`config.mk`:
```
export PLATFORM = sky130hd
export DESIGN_NAME = definite_length_block_deframer_unit
export DESIGN_NICKNAME = d
export VERILOG_FILES = /design/src/dlbd_pkg.sv /design/src/definite_length_block_deframer_unit.sv
export SDC_FILE = /design/constraint.sdc
export NUM_CORES = 1
export LEC_CHECK = 0
export BUFFER_PORTS_ARGS = -buffer_cell sky130_fd_sc_hd__buf_2
export CAP_MARGIN = 30
export CORE_MARGIN = 5
export CORE_UTILIZATION = 33
export DETAILED_ROUTE_END_ITERATION = 16
export PLACE_DENSITY = 0.47
export SYNTH_ARGS = -nofsm -noshare
export SYNTH_HDL_FRONTEND = slang
export SYNTH_SLANG_ARGS = --single-unit
```
`constraint.sdc`:
```
create_clock -name i_clk -period 12.7 [get_ports i_clk]
set_input_delay 1.27 -clock i_clk [delete_from_list [all_inputs] [get_ports i_clk]]
set_output_delay 1.27 -clock i_clk [all_outputs]
set_load 0.01 [all_outputs]
```
`src/dlbd_pkg.sv`:
```
// shared types and codes for the definite-length block deframer
package dlbd_pkg;

    localparam int unsigned MAX_LEN_DIGITS = 9;
    localparam int unsigned LEN_W          = 30;

    localparam logic [7:0] CHAR_HASH = 8'h23;
    localparam logic [7:0] CHAR_ZERO = 8'h30;
    localparam logic [7:0] CHAR_NINE = 8'h39;

    localparam logic [LEN_W-1:0] MAX_PAYLOAD_RST = 30'd4096;

    // result event codes
    localparam logic [2:0] EV_HEADER  = 3'd0;
    localparam logic [2:0] EV_DELIVER = 3'd1;
    localparam logic [2:0] EV_DRAIN   = 3'd2;
    localparam logic [2:0] EV_END     = 3'd3;
    localparam logic [2:0] EV_ERROR   = 3'd4;

    // status codes
    localparam logic [1:0] ST_OK        = 2'd0;
    localparam logic [1:0] ST_BAD_START = 2'd1;
    localparam logic [1:0] ST_BAD_COUNT = 2'd2;
    localparam logic [1:0] ST_TOO_BIG   = 2'd3;

    typedef struct packed {
        logic [2:0]       event_res;
        logic [7:0]       payload_byte;
        logic             last_payload;
        logic [1:0]       status;
        logic [LEN_W-1:0] block_length;
    } t_result;

endpackage

```
`src/definite_length_block_deframer_unit.sv`:
```
// definite-length block deframer: '#', digit count, length digits, payload, trailer
//
// The unit takes one received word per cycle on the input channel and gives
// exactly one result word for each, in the cycle after the word is accepted unless
// the result side stalls. A block is '#', a count digit '1'..'9', that many
// ASCII length digits, the payload, and one trailer word that is swallowed
// whatever its value. Header words give event 0, payload words give event 1
// (delivered, with the byte and a last flag) or event 2 (drained, when the
// length exceeds max_payload as it stood on the last length digit), and the
// trailer gives event 3 with the parsed length and status ok or too big. A bad
// start word or bad count gives event 4 at once and the parser waits for '#'
// again. The length value stops at the first non-digit among the length digits.
// Sustained rate is one word per cycle unless o_stall holds the input: the parse
// state is updated combinationally and registered per accepted word, and a two-entry
// output stage (result register plus skid register) lets a new word enter while a
// result waits; o_stall comes straight from the skid register. max_payload is
// written through i_max_payload_we / i_max_payload and resets to 4096.
module definite_length_block_deframer_unit (
    input  logic        i_clk,
    input  logic        i_rst_n,
    // configuration
    input  logic        i_max_payload_we,
    input  logic [29:0] i_max_payload,
    // input channel
    input  logic        i_valid,
    output logic        o_stall,
    input  logic [7:0]  i_rx_byte,
    // result channel
    output logic        o_valid,
    input  logic        i_stall,
    output logic [2:0]  o_event_res,
    output logic [7:0]  o_payload_byte,
    output logic        o_last_payload,
    output logic [1:0]  o_status,
    output logic [29:0] o_block_length
);

    // parser phases
    localparam logic [2:0] PH_HASH    = 3'd0;
    localparam logic [2:0] PH_COUNT   = 3'd1;
    localparam logic [2:0] PH_DIGITS  = 3'd2;
    localparam logic [2:0] PH_PAYLOAD = 3'd3;
    localparam logic [2:0] PH_TRAILER = 3'd4;

    localparam int unsigned LW = dlbd_pkg::LEN_W;

    // parse state
    logic [2:0]    r_phase,        n_phase;
    logic [3:0]    r_digits_left,  n_digits_left;
    logic [LW-1:0] r_length_accum, n_length_accum;
    logic          r_length_frozen, n_length_frozen;
    logic [LW-1:0] r_bytes_left,   n_bytes_left;
    logic          r_oversize,     n_oversize;
    logic [LW-1:0] r_max_payload;

    // output stage
    logic                r_out_valid;
    logic                r_skid_valid;
    dlbd_pkg::t_result   r_out;
    dlbd_pkg::t_result   r_skid;
    dlbd_pkg::t_result   n_res;

    logic          accept_in;
    logic          is_digit;
    logic [3:0]    digit_val;
    logic          count_ok;
    logic [LW-1:0] accum_step;
    logic [LW-1:0] accum_upd;
    logic [3:0]    digits_dec;
    logic [LW-1:0] bytes_dec;

    assign accept_in = i_valid && !r_skid_valid;
    assign o_stall   = r_skid_valid;

    assign is_digit  = (i_rx_byte >= dlbd_pkg::CHAR_ZERO) && (i_rx_byte <= dlbd_pkg::CHAR_NINE);
    // ascii digits sit at 0x30..0x39, so the low nibble is the value
    assign digit_val = i_rx_byte[3:0];
    assign count_ok  = is_digit && (digit_val != 4'd0)
                       && (digit_val <= 4'(dlbd_pkg::MAX_LEN_DIGITS));

    // accum * 10 + digit as two shifts and two adds, wrapped to the length width
    assign accum_step = {r_length_accum[LW-4:0], 3'b000} + {r_length_accum[LW-2:0], 1'b0}
                        + LW'(digit_val);
    assign accum_upd  = (!r_length_frozen && is_digit) ? accum_step : r_length_accum;
    assign digits_dec = r_digits_left - 4'd1;
    assign bytes_dec  = r_bytes_left - LW'(1);

    // next parse state and the result for the word on the input
    always_comb begin
        n_phase         = r_phase;
        n_digits_left   = r_digits_left;
        n_length_accum  = r_length_accum;
        n_length_frozen = r_length_frozen;
        n_bytes_left    = r_bytes_left;
        n_oversize      = r_oversize;

        n_res.event_res    = dlbd_pkg::EV_HEADER;
        n_res.payload_byte = 8'd0;
        n_res.last_payload = 1'b0;
        n_res.status       = dlbd_pkg::ST_OK;
        n_res.block_length = '0;

        case (r_phase)
            PH_COUNT: begin
                if (!count_ok) begin
                    n_phase         = PH_HASH;
                    n_res.event_res = dlbd_pkg::EV_ERROR;
                    n_res.status    = dlbd_pkg::ST_BAD_COUNT;
                end else begin
                    n_digits_left   = digit_val;
                    n_length_accum  = '0;
                    n_length_frozen = 1'b0;
                    n_phase         = PH_DIGITS;
                end
            end
            PH_DIGITS: begin
                n_length_accum  = accum_upd;
                n_length_frozen = r_length_frozen || !is_digit;
                n_digits_left   = digits_dec;
                if (digits_dec == 4'd0) begin
                    // length known: load the payload counter and size check
                    n_bytes_left = accum_upd;
                    n_oversize   = accum_upd > r_max_payload;
                    n_phase      = (accum_upd == '0) ? PH_TRAILER : PH_PAYLOAD;
                end
            end
            PH_PAYLOAD: begin
                n_bytes_left = bytes_dec;
                if (bytes_dec == '0) begin
                    n_phase = PH_TRAILER;
                end
                if (r_oversize) begin
                    n_res.event_res = dlbd_pkg::EV_DRAIN;
                end else begin
                    n_res.event_res    = dlbd_pkg::EV_DELIVER;
                    n_res.payload_byte = i_rx_byte;
                    n_res.last_payload = (r_bytes_left == LW'(1));
                end
            end
            PH_TRAILER: begin
                n_phase            = PH_HASH;
                n_res.event_res    = dlbd_pkg::EV_END;
                n_res.status       = r_oversize ? dlbd_pkg::ST_TOO_BIG : dlbd_pkg::ST_OK;
                n_res.block_length = r_length_accum;
            end
            default: begin
                // waiting for the start byte
                if (i_rx_byte == dlbd_pkg::CHAR_HASH) begin
                    n_phase = PH_COUNT;
                end else begin
                    n_phase         = PH_HASH;
                    n_res.event_res = dlbd_pkg::EV_ERROR;
                    n_res.status    = dlbd_pkg::ST_BAD_START;
                end
            end
        endcase
    end

    // parse state registers
    always_ff @(posedge i_clk) begin
        if (!i_rst_n) begin
            r_phase         <= PH_HASH;
            r_digits_left   <= 4'd0;
            r_length_accum  <= '0;
            r_length_frozen <= 1'b0;
            r_bytes_left    <= '0;
            r_oversize      <= 1'b0;
        end else if (accept_in) begin
            r_phase         <= n_phase;
            r_digits_left   <= n_digits_left;
            r_length_accum  <= n_length_accum;
            r_length_frozen <= n_length_frozen;
            r_bytes_left    <= n_bytes_left;
            r_oversize      <= n_oversize;
        end
    end

    // size limit register
    always_ff @(posedge i_clk) begin
        if (!i_rst_n) begin
            r_max_payload <= dlbd_pkg::MAX_PAYLOAD_RST;
        end else if (i_max_payload_we) begin
            r_max_payload <= i_max_payload;
        end
    end

    // result register with skid entry behind it
    always_ff @(posedge i_clk) begin
        if (!i_rst_n) begin
            r_out_valid  <= 1'b0;
            r_skid_valid <= 1'b0;
        end else if (!r_out_valid || !i_stall) begin
            if (r_skid_valid) begin
                r_out        <= r_skid;
                r_out_valid  <= 1'b1;
                r_skid_valid <= 1'b0;
            end else begin
                r_out_valid <= accept_in;
                if (accept_in) begin
                    r_out <= n_res;
                end
            end
        end else if (accept_in) begin
            r_skid       <= n_res;
            r_skid_valid <= 1'b1;
        end
    end

    assign o_valid        = r_out_valid;
    assign o_event_res    = r_out.event_res;
    assign o_payload_byte = r_out.payload_byte;
    assign o_last_payload = r_out.last_payload;
    assign o_status       = r_out.status;
    assign o_block_length = r_out.block_length;

`ifndef SYNTH
    // skid entry only fills behind a held result
    a_skid_behind_out: assert property (@(posedge i_clk) disable iff (!i_rst_n)
        r_skid_valid |-> r_out_valid)
        else $error("skid word without result word");

    // length is reported only on block end
    a_len_on_end: assert property (@(posedge i_clk) disable iff (!i_rst_n)
        (o_valid && (o_event_res != dlbd_pkg::EV_END)) |-> (o_block_length == '0))
        else $error("block length outside block end");

    // last flag only on a delivered payload word
    a_last_on_deliver: assert property (@(posedge i_clk) disable iff (!i_rst_n)
        (o_valid && o_last_payload) |-> (o_event_res == dlbd_pkg::EV_DELIVER))
        else $error("last flag on non-delivered word");

    // payload phase always has words left to count
    a_payload_nonzero: assert property (@(posedge i_clk) disable iff (!i_rst_n)
        (r_phase == PH_PAYLOAD) |-> (r_bytes_left != '0))
        else $error("payload phase with empty counter");
`endif

endmodule

```
==> Word level (Yosys, flattened, before mapping) <==
Index checks and enable logic that the tools add are counted.
{ "op_classes": {"addsub": 4, "n_lt_le_gt_ge": 4, "n_eq_ne": 9, "mux": 29, "n_bitwise": 2, "n_reduce_logical": 27} }
{ "ops": {"columns": ["operator", "n"], "rows": [
  ["30-bit two-way mux", 4],
  ["30-bit case mux with 2 select lines", 2],
  ["44-bit two-way mux", 2],
  ["30-bit zero test", 2],
  ["30-bit adder", 1],
  ["30-bit by 4-bit adder with 30-bit output", 1],
  ["30-bit by 1-bit equality test with 1-bit output (second input constant)", 1],
  ["30-bit greater-than comparator", 1],
  ["30-bit by 1-bit subtractor with 30-bit output (second input constant)", 1],
  ["3-bit case mux with 4 select lines", 2],
  ["9-bit two-way mux", 2],
  ["3-bit AND reduction", 6],
  ["3-bit two-way mux", 5],
  ["8-bit by 6-bit equality test with 1-bit output (second input constant)", 1],
  ["8-bit by 6-bit >= comparator with 1-bit output (second input constant)", 1],
  ["8-bit by 6-bit less-or-equal comparator with 1-bit output (second input constant)", 1],
  ["2-bit two-way mux", 4],
  ["4-bit case mux with 2 select lines", 1],
  ["3-bit by 2-bit equality test with 1-bit output (second input constant)", 2],
  ["2-bit != test (second input constant)", 3],
  ["2-bit case mux with 3 select lines", 1],
  ["2-bit nonzero test", 3],
  ["1-bit logical AND", 5],
  ["1-bit zero test", 5],
  ["12 further kinds", 18]
]} }
{ "word_totals": {"register_bits": 189, "output_inout_bits": 46, "elab_cells": 94} }

==> Longest topological paths before layout <==
Gate-level depths: netlist of the first run.
{ "logic_depth": {"word_depth": 8, "mapped_depth": 20} }

==> Least setup slack after synthesis of the first run <==
Ideal clock, no wire load.
{ "synth_path": {"path_type": "input-to-reg", "from": "in i_rst_n", "to": "reg r_skid[0] in the netlist's numbering, enable pin", "setup_ns": 0.500, "arrival_ns": 4.674, "required_ns": 12.200, "slack_ns": 7.526, "cell_stages": 3, "path_buffers": 1, "cell_sequence": "clkinv_1 clkbuf_1 nor3_1"} }
{ "synth_between": {"elab_chain_len": 1} }
{ "synth_rtl": {"columns": ["item", "line", "text"], "rows": [
  ["start: declaration", "definite_length_block_deframer_unit.sv:20", "input logic i_rst_n,"],
  ["3-bit AND reduction (no source line)", null, null],
  ["end signal: assignment", "definite_length_block_deframer_unit.sv:204", "r_skid <= n_res;"],
  ["end: declaration", "definite_length_block_deframer_unit.sv:60", "dlbd_pkg::t_result r_skid;"]
]} }
Every way passes these cells.
A chain may end at the register's enable or synchronous reset.

==> Worst setup path in the final report of the first run <==
{ "layout_path": {"from": "in i_rx_byte[3]", "to": "reg r_oversize"} }
{ "layout_between": {"elab_chain_len": 5} }
{ "layout_rtl": {"columns": ["item", "line", "text"], "rows": [
  ["start: declaration", "definite_length_block_deframer_unit.sv:27", "input logic [7:0] i_rx_byte,"],
  ["branches (longest 3 deep; another with 30-bit by 4-bit adder with 30-bit output)", null, null],
  ["30-bit two-way mux (*)", "definite_length_block_deframer_unit.sv:84", "assign accum_upd = (!r_length_frozen && is_digit) ? accum_step : r_length_accum;"],
  ["30-bit greater-than comparator (*)", "definite_length_block_deframer_unit.sv:123", "n_oversize = accum_upd > r_max_payload;"],
  ["end signal: assignment", "definite_length_block_deframer_unit.sv:174", "r_oversize <= n_oversize;"],
  ["end: declaration", "definite_length_block_deframer_unit.sv:53", "logic r_oversize, n_oversize;"]
]} }
Mark *: on every way between the ends.

==> results_dict.tcl, run 1 <==
set metrics [dict create \
    outcome "finished clean" \
    syn-num-nets 1379 \
    min_path_type "reg -> reg" \
    syn_avg_cell_area_um2 9.22 \
    synth_top_area_share_pct 23.0 \
    synth_area_leaders "edfxtp_1, dfxtp_1, ha_1" \
    min_to "r_bytes_left[15]" \
    total_power_uw 1350 \
    die_h_um 197 \
    rr_endpoint "r_oversize" \
    routed_wl_um 33600 \
    tightest_slew_ps 909 \
    cts.sinks 189 \
    overflow 0 \
    timing.fmax_ghz 0.194 \
    place_area_mm2 0.0124 \
    drive_above_1_share_pct 15.9 \
    fin_util_pct 37.7 \
    grt_pass1_wl_um 53300 \
    port_buffers 88 \
    synth_top_area_cell "edfxtp_1" \
    track_usage_pct 17.5 \
    report.final.slew_viol_count 0 \
    min_from "r_bytes_left[15]" \
    ir_drop_mv 0.0859 \
    maxCapViolCount 0 \
    vias 9527 \
    io_pins 89 \
    die-area_mm2 0.0386 \
    setup_viol_count_final 0 \
    seq_area_frac_synth_pct 40.6 \
    drc 0 \
    start_kind "input port" \
    path_clk_slew_ps 70 \
    synthArstFlopShare_pct 0 \
    core_mm2 0.0345 \
    critPathMaxStageDelay_ps 600 \
    cp.arrival_ps 5480 \
    period_needed_ps 5150 \
    reg2reg_from "r_length_accum[0]" \
    multiInputGateArea_mm2 0.00638 \
    fillers 3576 \
    fin_tns_setup_ps 0 \
    clk_latency_ps 460 \
    crit_cells 18 \
    cts_max_level 4 \
    cts_resized 0 \
    diodes 0 \
    finalHoldViolations 0 \
    synthCells 1246 \
    finalNetCount 1435 \
    cp.buffers_inverters 2 \
    endpoint_kind "register" \
    synthDistinctLibCells 76 \
    viasPerCell 5.38 \
    rsz0062_at_grt "no" \
    synth-warning-count 0 \
    holdBufCountCts 0 \
    root_buffer "clkbuf_16" \
    critPathRequiredTime_ps 13030 \
    slew_headroom_pct 38.8 \
    r2r.worst_path.cells 19 \
    synth_area_mm2 0.0115 \
    area_growth_pct 13.3 \
    wl_per_cell_um 19.0 \
    path_cells "buf_2 -> fa_1 -> fa_1 -> nand3_1 -> a21o_1 -> a2111o_1 -> a311oi_2 -> a21oi_1 -> xnor2_1 -> mux2i_1 -> inv_1 -> ha_1 -> a21o_1 -> a21o_1 -> a21oi_1 -> o211ai_1 -> a2111oi_0 -> a21oi_1" \
    seqCellArea_mm2 0.00467 \
    p_leak_uw 0.00524 \
    synth_edf_count 88 \
    final.period_utilization_pct 40.6 \
    grt_max_degree 55 \
    cts_tree "yes" \
    cts_made_buffers 17 \
    row_count 68 \
    design_area_mm2 0.0130 \
    grt_pass1_vias 8993 \
    cp_top_family "compound AO/OA/AOI/OAI gates" \
    post-dp-hpwl_um 25200 \
    synth_flop_cell "dfxtp_1" \
    drt_iter0_drc 797 \
    antenna_found_initial 0 \
    start_util_pct 33.3 \
    final.setup_skew_ps 10.2 \
    hold_depth 2 \
    cts_setup_buffers 0 \
    postRouteAntennaNets 0 \
    crit_fanout 7 \
    gp_congestion 0.903 \
    ys_seq_elements 189 \
    slowest_stage "fa_1" \
    die_x_um 197 \
    drt_pass1_iterations 5 \
    clk_path_buf_depth 2 \
    rrSetupSlack_ps 7970 \
    power_density_mw_per_mm2 104 \
    crit_type "in -> reg" \
]
## report_power, final
part | total [uW] | switching, uW | internal [uW]
registers | 664 | 11.5 | 652
clock network | 544 | 259 | 285
logic | 142 | 90.3 | 51.6
total | 1350 | 361 | 989
## cell families (layout without fill, tap and decap cells)
kind of cell | after synthesis | after routing | synth area share [%]
and+or+nand+nor | 432 | 432 | 18.4
muxes | 79 | 79 | 7.36
adders and majority gates | 90 | 90 | 9.94
buffers and inverters | 121 | 190 | 4.02
DFF | 189 | 189 | 40.6
xor gates and xnor gates | 32 | 32 | 2.44
AOI/OAI and AO/OA | 303 | 303 | 17.2
## registers in the layout (all words and copies together), names as in the netlist
register / cells
o_payload_byte: 8
r_length_frozen: 1
o_valid: 1
o_last_payload: 1
o_stall: 1
r_max_payload: 30
r_oversize: 1
r_digits_left: 4
r_skid: 44
o_block_length: 30
r_length_accum: 30
o_status: 2
r_phase: 3
r_bytes_left: 30
o_event_res: 3
## synth_stat cells, types with 12 or more instances
master,instances
nand4_1,20
nor2_1,147
ha_1,88
a21o_1,13
o22ai_1,12
o21ai_0,62
dfxtp_1,101
a21oi_1,83
nand3_1,24
mux2i_1,35
nor3_1,36
mux2_2,44
edfxtp_1,88
a22oi_1,40
nand2_1,87
and2_1,47
inv_1,51
clkbuf_1,55
o211ai_1,15
xnor2_1,24
## cell usage in the layout, fill, tap and decap left out, types with 12 or more instances in the layout
cell type	netlist	layout
o21ai_0	62	62
inv_1	51	51
xnor2_1	24	24
mux2i_1	35	35
dfxtp_1	101	100
a22oi_1	40	40
o22ai_1	12	12
edfxtp_1	88	88
nor2_1	147	146
and2_1	47	47
mux2_2	44	44
nand2_1	87	87
nand4_1	20	20
a21o_1	13	13
buf_4	0	15
o211ai_1	15	15
clkbuf_16	0	18
a21oi_1	83	82
nor3_1	36	35
buf_2	5	89
ha_1	88	88
nand3_1	24	24
## tightest hold or removal path: stages (launching register included)
cell and delay, ps:
dfxtp_1 340, nand2_1 60, a21oi_1 50
## per-layer routing
layer | share of wire [%] | track usage (%) | vias up
met1 | 50 | 26.0 | 4583
met3 | 4.9 | 3.64 | 33
met5 | 0 | 0 | -
met2 | 43 | 25.7 | 227
met4 | 2.1 | 4.68 | 0
li1 | - | - | 4684
## per-stage QoR
stage	hold slack [ps]	setup WS (ps)	instances
2_1_floorplan	457	7530	1246
3_3_place_gp	471	7230	1735
3_5_place_dp	480	7090	1738
4_1_cts	492	7570	1770
5_1_grt	506	6980	1770
6_report	493	7550	1770
## how the worst max path moves through the flow
stage	start	endpoint	slack [ps]
CTS	i_rx_byte[3]	r_oversize	7570
global route	i_rx_byte[3]	r_oversize	6980
global placement	i_rx_byte[3]	r_oversize	7230
detailed placement	i_rx_byte[3]	r_oversize	7090
floorplan	i_rst_n	r_skid[0]	7530
finish	i_rx_byte[3]	r_oversize	7550
## layout make-up
class	instances	area share, %
well taps	455	4.38
inverters	52	1.50
clock buffers	18	3.46
clock inverters	14	1.01
multi-input cells	936	49.1
repair buffers	106	4.71
flip-flops and latches	189	35.9
Power figures use the tool's default switching activity.
==> run 2: changes to the inputs <==
Settings changed: PLACE_DENSITY 0.47 to 0.49.
Clock period 12.7 ns to 4.7 ns, I/O delays scaled along.
==> run 2 against run 1 <==
Clock-buffer cell count fell by 1. Flip-flop and latch count did not move. Wire length rose by 2.1%. Clock power rose to 2.7 times the previous value. Critical endpoint unchanged. Highest routed layer unchanged.
==> results_dict.tcl, run 2 (synthesis gave the netlist of run 1 again) <==
set metrics [dict create \
    postRouteAntennaNets 0 \
    routed_wl_um 34400 \
    grt_util_met2_pct 27.8 \
    crit_type "reg -> reg" \
    start_util_pct 33.3 \
    core_mm2 0.0345 \
    cp.arrival_ps 4710 \
    slowest_stage "a2111o_1" \
    maxCapViolCount 0 \
    final_common_cell "nor2_1" \
    area_growth_pct 15.1 \
    finalNetCount 1464 \
    drt_pass1_iterations 5 \
    rr_endpoint "r_oversize" \
    cp-startpoint "r_length_accum[0]" \
    critPathRequiredTime_ps 5040 \
    largest_reg_flops 44 \
    cts.sinks 189 \
    p_leak_uw 0.00540 \
    period_needed_ps 4360 \
    regMostFlops "r_skid" \
    grt_pass1_wl_um 54500 \
    final_cell_mix "nor2_1, dfxtp_1, buf_2, ha_1, edfxtp_1" \
    tightest_slew_ps 959 \
    report.final.slew_viol_count 0 \
    die_h_um 197 \
    die_x_um 197 \
    root_buffer "clkbuf_16" \
    start_kind "register" \
    power_density_mw_per_mm2 275 \
    multiInputGateArea_mm2 0.00639 \
    grt_busiest_layer "met2" \
    reg2reg_from "r_length_accum[0]" \
    outcome "finished clean" \
    endpoint_kind "register" \
    cts_tree "yes" \
    viasPerCell 5.33 \
    wl_per_cell_um 19.1 \
    post-dp-hpwl_um 25900 \
    crit_cells 18 \
    slew_headroom_pct 35.4 \
    min_path_type "in -> reg" \
    gp_congestion 0.904 \
    met3_usage_pct 2.72 \
    grt_pass1_vias 9311 \
    critPathMaxStageDelay_ps 510 \
    overflow 0 \
    stdcell_count 1799 \
    clk_latency_ps 460 \
    cp_common_cell "ha_1" \
    final.period_utilization_pct 92.9 \
    cts_made_buffers 17 \
    timing.fmax_ghz 0.229 \
    crit_fanout 6 \
    port_buffers 88 \
    holdBufCountCts 0 \
    r2r.worst_path.cells 18 \
    finalHoldViolations 0 \
    path_cells "buf_4 -> ha_1 -> ha_1 -> fa_1 -> nand3_1 -> a21o_1 -> a2111o_1 -> a311oi_2 -> a221oi_1 -> xnor2_1 -> mux2i_1 -> inv_1 -> ha_1 -> a21o_1 -> a21oi_1 -> o211ai_1 -> a2111oi_2 -> a21oi_1" \
    die-area_mm2 0.0386 \
    drc 0 \
    cp_top_family "compound AO/OA/AOI/OAI gates" \
    drt_iter0_drc 617 \
    endpoint "r_oversize" \
    drive_above_1_share_pct 18.0 \
    cts_max_level 4 \
    track_usage_pct 17.8 \
    seqCellArea_mm2 0.00467 \
    cp.buffers_inverters 2 \
    vias 9581 \
    grt_max_degree 64 \
    row_count 68 \
    ir_drop_mv 0.233 \
    io_pins 89 \
    clk_path_buf_depth 2 \
    total_power_uw 3640 \
    final.setup_skew_ps 16.8 \
    antenna_found_initial 0 \
    fillers 3523 \
    rrSetupSlack_ps 340 \
    use_met1_pct 25.7 \
    diodes 0 \
    path_clk_slew_ps 80 \
    dp_cells 1765 \
    setup_viol_count_final 0 \
]
==> run 2: repair_timing <==
item	in CTS	in global routing
resized for setup	0	5
setup buffers	0	2
setup endpoints to repair	0	1
==> run 2: stage by stage <==
step	hold slack [ps]	utilization, %	TNS [ps]	setup WS (ps)	area, um2
2_1_floorplan	457	-	0	326	11500
3_3_place_gp	472	36.5	0	67.2	12600
3_5_place_dp	476	36.6	-68.5	-68.5	12600
4_1_cts	217	38.3	0	200	13200
5_1_grt	227	38.4	-25.6	-25.6	13200
6_report	241	38.4	0	336	13200
==> run 2: tightest hold or removal path: stages <==
cell,delay [ps]
buf_2,80
mux2i_1,50
nor2_1,70
==> run 2: how the worst min path moves through the flow <==
stage,cells after the start,from,end
after floorplan,2,r_bytes_left[15],r_bytes_left[15]
after global placement,2,r_bytes_left[15],r_bytes_left[15]
after detailed placement,2,r_bytes_left[15],r_bytes_left[15]
after CTS,3,i_max_payload[14],r_max_payload[14]
after global routing,3,i_max_payload[26],r_max_payload[26]
final,3,i_max_payload[14],r_max_payload[14]
==> run 2: power breakdown <==
part	switching [uW]	internal [uW]	leakage, uW
combinational	243	144	0.00348
clock	750	708	0.000279
sequential	30.5	1760	0.00164
total	1020	2610	0.00540
==> run 2: layer usage <==
metal | vias to the layer above | part of all wire [%]
met5 | - | 0
li1 | 4736 | -
met1 | 4588 | 49
met3 | 34 | 4.6
met4 | 0 | 1.9
met2 | 223 | 44
==> run 2: final cells by class <==
| cell class | count | area share (%) |
|---|---|---|
| Tap cell | 455 | 4.31 |
| Clock inverter | 15 | 1.14 |
| Inverter | 52 | 1.48 |
| Clock buffer | 17 | 3.22 |
| Timing Repair Buffer | 135 | 6.23 |
| Multi-Input combinational cell | 936 | 48.3 |
| Sequential cell | 189 | 35.3 |
